`src/sv/owp_pkg.sv`:
```
// Shared types, constants and helper functions of the omni waypoint controller.
package owp_pkg;

    // Configuration register indexes.
    typedef enum logic [2:0] {
        CFG_GAIN_X       = 3'd0,
        CFG_GAIN_Y       = 3'd1,
        CFG_GAIN_HEADING = 3'd2,
        CFG_POS_TOL      = 3'd3,
        CFG_HEAD_TOL     = 3'd4,
        CFG_WP_COUNT     = 3'd5
    } cfg_index_t;

    // Item opcodes.
    localparam logic OP_LOAD = 1'b0;
    localparam logic OP_POSE = 1'b1;

    // CORDIC datapath width and the gain compensation start value (Q2.30).
    localparam int CW = 34;
    localparam logic signed [CW-1:0] CORDIC_GAIN_INV = 34'sd652032874;
    localparam int ATAN_DEPTH = 24;

    // Shared multiplier operand and product widths.
    localparam int MA = 34;
    localparam int MB = 19;
    localparam int MP = MA + MB;

    typedef logic signed [CW-1:0] cordic_word_t;
    typedef logic signed [MP-1:0] prod_t;

    // Arctangent of 2^-i with 2^31 standing for pi.
    function automatic cordic_word_t atan_entry(input logic [4:0] i);
        cordic_word_t r;
        case (i)
            5'd0:  r = 34'sh020000000;
            5'd1:  r = 34'sh012E4051D;
            5'd2:  r = 34'sh009FB385B;
            5'd3:  r = 34'sh0051111D4;
            5'd4:  r = 34'sh0028B0D43;
            5'd5:  r = 34'sh00145D7E1;
            5'd6:  r = 34'sh000A2F61E;
            5'd7:  r = 34'sh000517C55;
            5'd8:  r = 34'sh00028BE53;
            5'd9:  r = 34'sh000145F2E;
            5'd10: r = 34'sh0000A2F98;
            5'd11: r = 34'sh0000517CC;
            5'd12: r = 34'sh000028BE6;
            5'd13: r = 34'sh0000145F3;
            5'd14: r = 34'sh00000A2F9;
            5'd15: r = 34'sh00000517C;
            5'd16: r = 34'sh0000028BE;
            5'd17: r = 34'sh00000145F;
            5'd18: r = 34'sh000000A2F;
            5'd19: r = 34'sh000000517;
            5'd20: r = 34'sh00000028B;
            5'd21: r = 34'sh000000145;
            5'd22: r = 34'sh0000000A2;
            5'd23: r = 34'sh000000051;
            default: r = '0;
        endcase
        return r;
    endfunction

    // Round half up by 2^12, then saturate to 16 bits signed.
    function automatic logic signed [15:0] scale_sat(input prod_t p);
        prod_t t;
        t = (p + prod_t'(2048)) >>> 12;
        if (t > prod_t'(32767)) begin
            return 16'sh7FFF;
        end else if (t < -prod_t'(32768)) begin
            return 16'sh8000;
        end
        return t[15:0];
    endfunction

endpackage

```
`src/sv/owp_cordic.sv`:
```
// Iterative CORDIC unit giving cosine and sine (Q2.30) of a binary angle.
module owp_cordic #(
    parameter int STEPS = 16
) (
    input  logic                  aclk,
    input  logic                  aresetn,
    input  logic                  start,
    input  logic signed [15:0]    theta,
    output logic                  done,
    output owp_pkg::cordic_word_t cos_o,
    output owp_pkg::cordic_word_t sin_o
);
    import owp_pkg::*;

    localparam logic [4:0] LAST = 5'(((STEPS < ATAN_DEPTH) ? STEPS : ATAN_DEPTH) - 1);

    cordic_word_t x_reg, y_reg, z_reg;
    logic [4:0]   i_reg;
    logic         run_reg, flip_reg, done_reg;
    logic         fold;
    logic signed [15:0] theta_f;
    cordic_word_t dx, dy;

    // Fold the angle into plus/minus pi/2 and note the sign flip.
    assign fold    = (theta > 16'sd16384) || (theta < -16'sd16384);
    assign theta_f = fold ? (theta + 16'sh8000) : theta;

    assign dx = y_reg >>> i_reg;
    assign dy = x_reg >>> i_reg;

    // One micro-rotation per cycle.
    always_ff @(posedge aclk) begin
        if (!aresetn) begin
            run_reg  <= 1'b0;
            done_reg <= 1'b0;
        end else begin
            done_reg <= 1'b0;
            if (start) begin
                x_reg    <= CORDIC_GAIN_INV;
                y_reg    <= '0;
                z_reg    <= {{2{theta_f[15]}}, theta_f, 16'b0};
                flip_reg <= fold;
                i_reg    <= '0;
                run_reg  <= 1'b1;
            end else if (run_reg) begin
                if (!z_reg[CW-1]) begin
                    x_reg <= x_reg - dx;
                    y_reg <= y_reg + dy;
                    z_reg <= z_reg - atan_entry(i_reg);
                end else begin
                    x_reg <= x_reg + dx;
                    y_reg <= y_reg - dy;
                    z_reg <= z_reg + atan_entry(i_reg);
                end
                i_reg <= i_reg + 5'd1;
                if (i_reg == LAST) begin
                    run_reg  <= 1'b0;
                    done_reg <= 1'b1;
                end
            end
        end
    end

    assign done  = done_reg;
    assign cos_o = flip_reg ? -x_reg : x_reg;
    assign sin_o = flip_reg ? -y_reg : y_reg;

endmodule

```
`config.mk`:
```
export PLATFORM = sky130hd
export DESIGN_NAME = owp_cordic
export DESIGN_NICKNAME = d
export VERILOG_FILES = /design/src/sv/owp_pkg.sv /design/src/sv/owp_cordic.sv
export SDC_FILE = /design/constraint.sdc
export NUM_CORES = 1
export LEC_CHECK = 0
export BUFFER_PORTS_ARGS = -buffer_cell sky130_fd_sc_hd__buf_2
export CORE_MARGIN = 2
export CORE_UTILIZATION = 45
export DETAILED_ROUTE_END_ITERATION = 6
export SLEW_MARGIN = 20
export SYNTH_ARGS = -nofsm -noshare
export SYNTH_HDL_FRONTEND = slang
export SYNTH_SLANG_ARGS = --single-unit
```
`constraint.sdc`:
```
create_clock -name aclk -period 6.5 [get_ports aclk]
set_input_delay 0.65 -clock aclk [delete_from_list [all_inputs] [get_ports aclk]]
set_output_delay 0.65 -clock aclk [all_outputs]
set_load 0.05 [all_outputs]
```
==> results.txt <==
The run finished with clean final reports. The total overflow left after global routing is 0. The starting DRC count in detailed routing came out at 1633. The vias after detailed routing came out at approximately 18000.

From bottom edge to top edge, the die measures 205 um. The area of the core came out at 0.0398 mm2. Summing internal, switching and leakage power gives about 8.6 mW.

The endpoint identified for the worst register-to-register timing path is y_reg[28]. The number of warnings reported in the yosys synthesis log is 0. The half-perimeter wire length after placement is between 50000 and 60000 um. In the layout the commonest cells are sky130_fd_sc_hd__nor2_1, sky130_fd_sc_hd__nand2_1, sky130_fd_sc_hd__buf_4.

The number of hold buffers added after CTS was 0. Static timing analysis puts the maximum clock frequency at ~160 MHz. After the flow finishes, the layout carries non-filler instances totaling 2835. The cell count after synthesis came out at 2161. The number of max-slew violations in the final report is 0. The floorplan step set the die width to roughly 210 um. The wire length of the first global-routing pass is approximately 100000 um. The clock sink count is 140. The fraction of the cycle the final worst path needs came out at a little over nine tenths. The number of antenna violations at the first check in global routing is 0. The total standard cell area after synthesis is 0.0182 mm2.

The count of flip-flops with a built-in enable after synthesis came out at 108. The combined global-route utilization of all metal layers is 30.7%. Wires add up to around 65000 um.

STA classifies the critical path endpoint as a flip-flop. The DRC violations left is 0. The maximum VDD drop came out at roughly 190 uV.

The number of cells in the design after placement came out at between 2000 and 3000. The length of the first detailed-routing pass in iterations came out at 7. The depth of the most critical reg-to-reg path is 22. The placer congestion estimate came out at just under 1. In this run the worst path has a maximum fanout of 26.

The number of top-level design ports came out at around 90. The average wire per standard cell came out at ~23 um. Leaving out fill and tap cells, the most frequent cell in the layout is sky130_fd_sc_hd__nor2_1.

The critical path ends at y_reg[28]. Summing all non-filler instances in the final layout gives an area of slightly above 0.02 mm2. The count of endpoints failing hold in the final timing report was 0. The first element of the critical path is i_reg[0]. Clock tree synthesis inserted a total of 17 buffers. The tree is rooted in a sky130_fd_sc_hd__clkbuf_16. Counting every net in the synthesized netlist gives between 2000 and 2500. The layout filler cell count is roughly 3800. The total of endpoints with negative setup slack in the final report came out at 0.

The diode insertion count for antenna repair is 0. The number of I/O port buffers came out at slightly below 90. In this run, synthesis produced a sequential element count of 140.

For this run, the leading register cell type out of synthesis is sky130_fd_sc_hd__edfxtp_1. The number of global-route vias before repair was between 15000 and 20000. The longest clock path from root to sink contains 2 buffers.

The signal arrival time at the worst endpoint is about 6.5 ns. The final layout contains 2431 nets. TritonCTS built the clock tree. The H-tree was split into 4 levels. The cell leakage power is 8.34 nW. In this run the cell area measured after placement is ~0.020 mm2. The slew at the pin with the worst max-slew slack came out at 0.948 ns.

The area growth from synthesis to final layout is 14.0%. Max-cap violations in this run came to 0. The class of the worst hold path is in2reg. The minimum setup slack among reg-to-reg paths came out at approximately 0.24 ns. The critical path is of the reg2reg type. Data on the critical path is required at its endpoint by 6.70 ns. The worst setup path is launched from a flip-flop. Hold is met by roughly 0.48 ns. Dividing the detail-routed via count by the number of cells gives 6.26. Subtracting the final worst setup slack from the clock period gives around 6.3 ns.

Clock-pin slew was measured on the worst setup and hold paths at roughly 0.07 ns. The post-detailed-route count of antenna-violating nets came out at 0. The clock tree skew after final layout is about 0.017 ns. The share of synthesized registers carrying an async set or reset is 0%. The ratio of total power to cell area came out at between 400 and 500 mW/mm2.

In this run the critical register-to-register path is launched from i_reg[0]. The full die area came out at 0.0421 mm2. The clock latency reported for the late side of the worst-skew pair came out at between 0.4 and 0.5 ns. The share of layout cells above drive strength 1 is between 20% and 30%. The remaining max-slew budget at the tightest pin is about 36%.

The starting density of the core came out at a little under half. The row count came out at between 70 and 80. For this run, the share of the core covered by cells in the final layout is between 50% and 60%. Entering global routing, the biggest net connects 77 pins. The number of unique standard cell types used by synthesis is 93. The share of synthesized area occupied by flip-flops and latches came out at a little over a fifth. A synthesized cell averages 8.42 um2.
timing repair:
action	in CTS	in global routing
setup buffers	0	5
resized for setup	0	28
endpoints found under the setup margin	0	8
hold endpoints to repair	0	0
per-stage QoR:
stage               TNS (ns)  worst slack (ns)
finish                     0             0.235
global route         -0.0930           -0.0658
CTS                        0            0.0692
detailed placement         0            0.0929
global placement           0             0.201
floorplan                  0           0.00878
worst min-delay path by stage:
stage	cells past startpoint	start	to
after floorplan	1	run_reg	done
after global placement	1	run_reg	done
after detailed placement	1	run_reg	done
after CTS	3	theta[11]	z_reg[27]
after global routing	3	theta[10]	z_reg[26]
final	3	theta[10]	z_reg[26]
power breakdown:
part / internal, mW / switching, mW / leakage [nW]
Sequential: 1.28 / 0.299 / 1.30
Clock: 0.584 / 0.472 / 0.288
Combinational: 2.44 / 3.55 / 6.75
metal layers:
| layer | routed length [um] | global-route usage, % | vias to the layer above |
|---|---|---|---|
| met4 | 1960 | 10.1 | 0 |
| met3 | 3540 | 4.33 | 102 |
| met1 | 27700 | 39.6 | 8637 |
| li1 | - | - | 8355 |
| met2 | 31400 | 52.8 | 647 |
| met5 | 0 | 0 | - |
cell type report:
class,instances,area [um2],share of cell area (%)
Multi-Input combinational cell,1825,13600,65.5
Sequential cell,140,3880,18.7
Timing Repair Buffer,259,1820,8.78
Tap cell,525,657,3.17
Clock buffer,18,439,2.12
Inverter,54,205,0.989
Clock inverter,14,159,0.766
Yosys cell counts (all sizes together), types with 17 or more instances:
cell | n | area [um2]
edfxtp | 108 | 3240
a31oi | 31 | 194
nand3 | 38 | 190
buf | 43 | 274
nand2b | 41 | 257
nand2 | 186 | 698
xor2 | 97 | 850
nor2b | 19 | 119
dfxtp | 32 | 641
inv | 52 | 195
ha | 112 | 1400
a211oi | 28 | 210
nor3 | 49 | 245
mux4 | 66 | 1490
nor2 | 229 | 860
o21ai | 128 | 641
mux2 | 47 | 533
mux2i | 55 | 551
o31ai | 32 | 240
a21oi | 156 | 781
or4 | 17 | 128
and3 | 25 | 156
o21bai | 17 | 131
a21o | 41 | 308
xnor2 | 136 | 1190
clkbuf | 99 | 373
logic make-up after synthesis:
kind of cell             count (synthesis)  share of synthesized area (%)
buffers and inverters                  196                           4.67
XOR/XNOR                               233                           11.2
AO/OA/AOI/OAI                          602                           21.8
multiplexers                           168                           14.1
AND/OR/NAND/NOR                        707                           18.8
flip-flops                             140                           21.3
adder cells (fa/ha/maj)                115                           8.03
worst max-delay path: stages, from the launching register on:
cell,delay (ns)
sky130_fd_sc_hd__edfxtp_1,0.40
sky130_fd_sc_hd__buf_12,0.17
sky130_fd_sc_hd__buf_16,0.21
sky130_fd_sc_hd__mux4_1,0.63
sky130_fd_sc_hd__mux4_2,0.53
sky130_fd_sc_hd__and2_4,0.20
sky130_fd_sc_hd__a2111oi_4,0.34
sky130_fd_sc_hd__nand4_2,0.22
sky130_fd_sc_hd__nor2_1,0.18
sky130_fd_sc_hd__and2_1,0.20
sky130_fd_sc_hd__a31oi_1,0.11
sky130_fd_sc_hd__xnor2_1,0.17
sky130_fd_sc_hd__ha_1,0.36
sky130_fd_sc_hd__o21a_1,0.12
sky130_fd_sc_hd__o21ai_0,0.08
sky130_fd_sc_hd__or3_1,0.35
sky130_fd_sc_hd__a311oi_2,0.34
sky130_fd_sc_hd__o2111ai_2,0.19
sky130_fd_sc_hd__a31oi_2,0.23
sky130_fd_sc_hd__o21ai_1,0.12
sky130_fd_sc_hd__a21oi_1,0.19
sky130_fd_sc_hd__nor4bb_1,0.08
sky130_fd_sc_hd__or4_1,0.53
(Power assumes the default switching activity.)
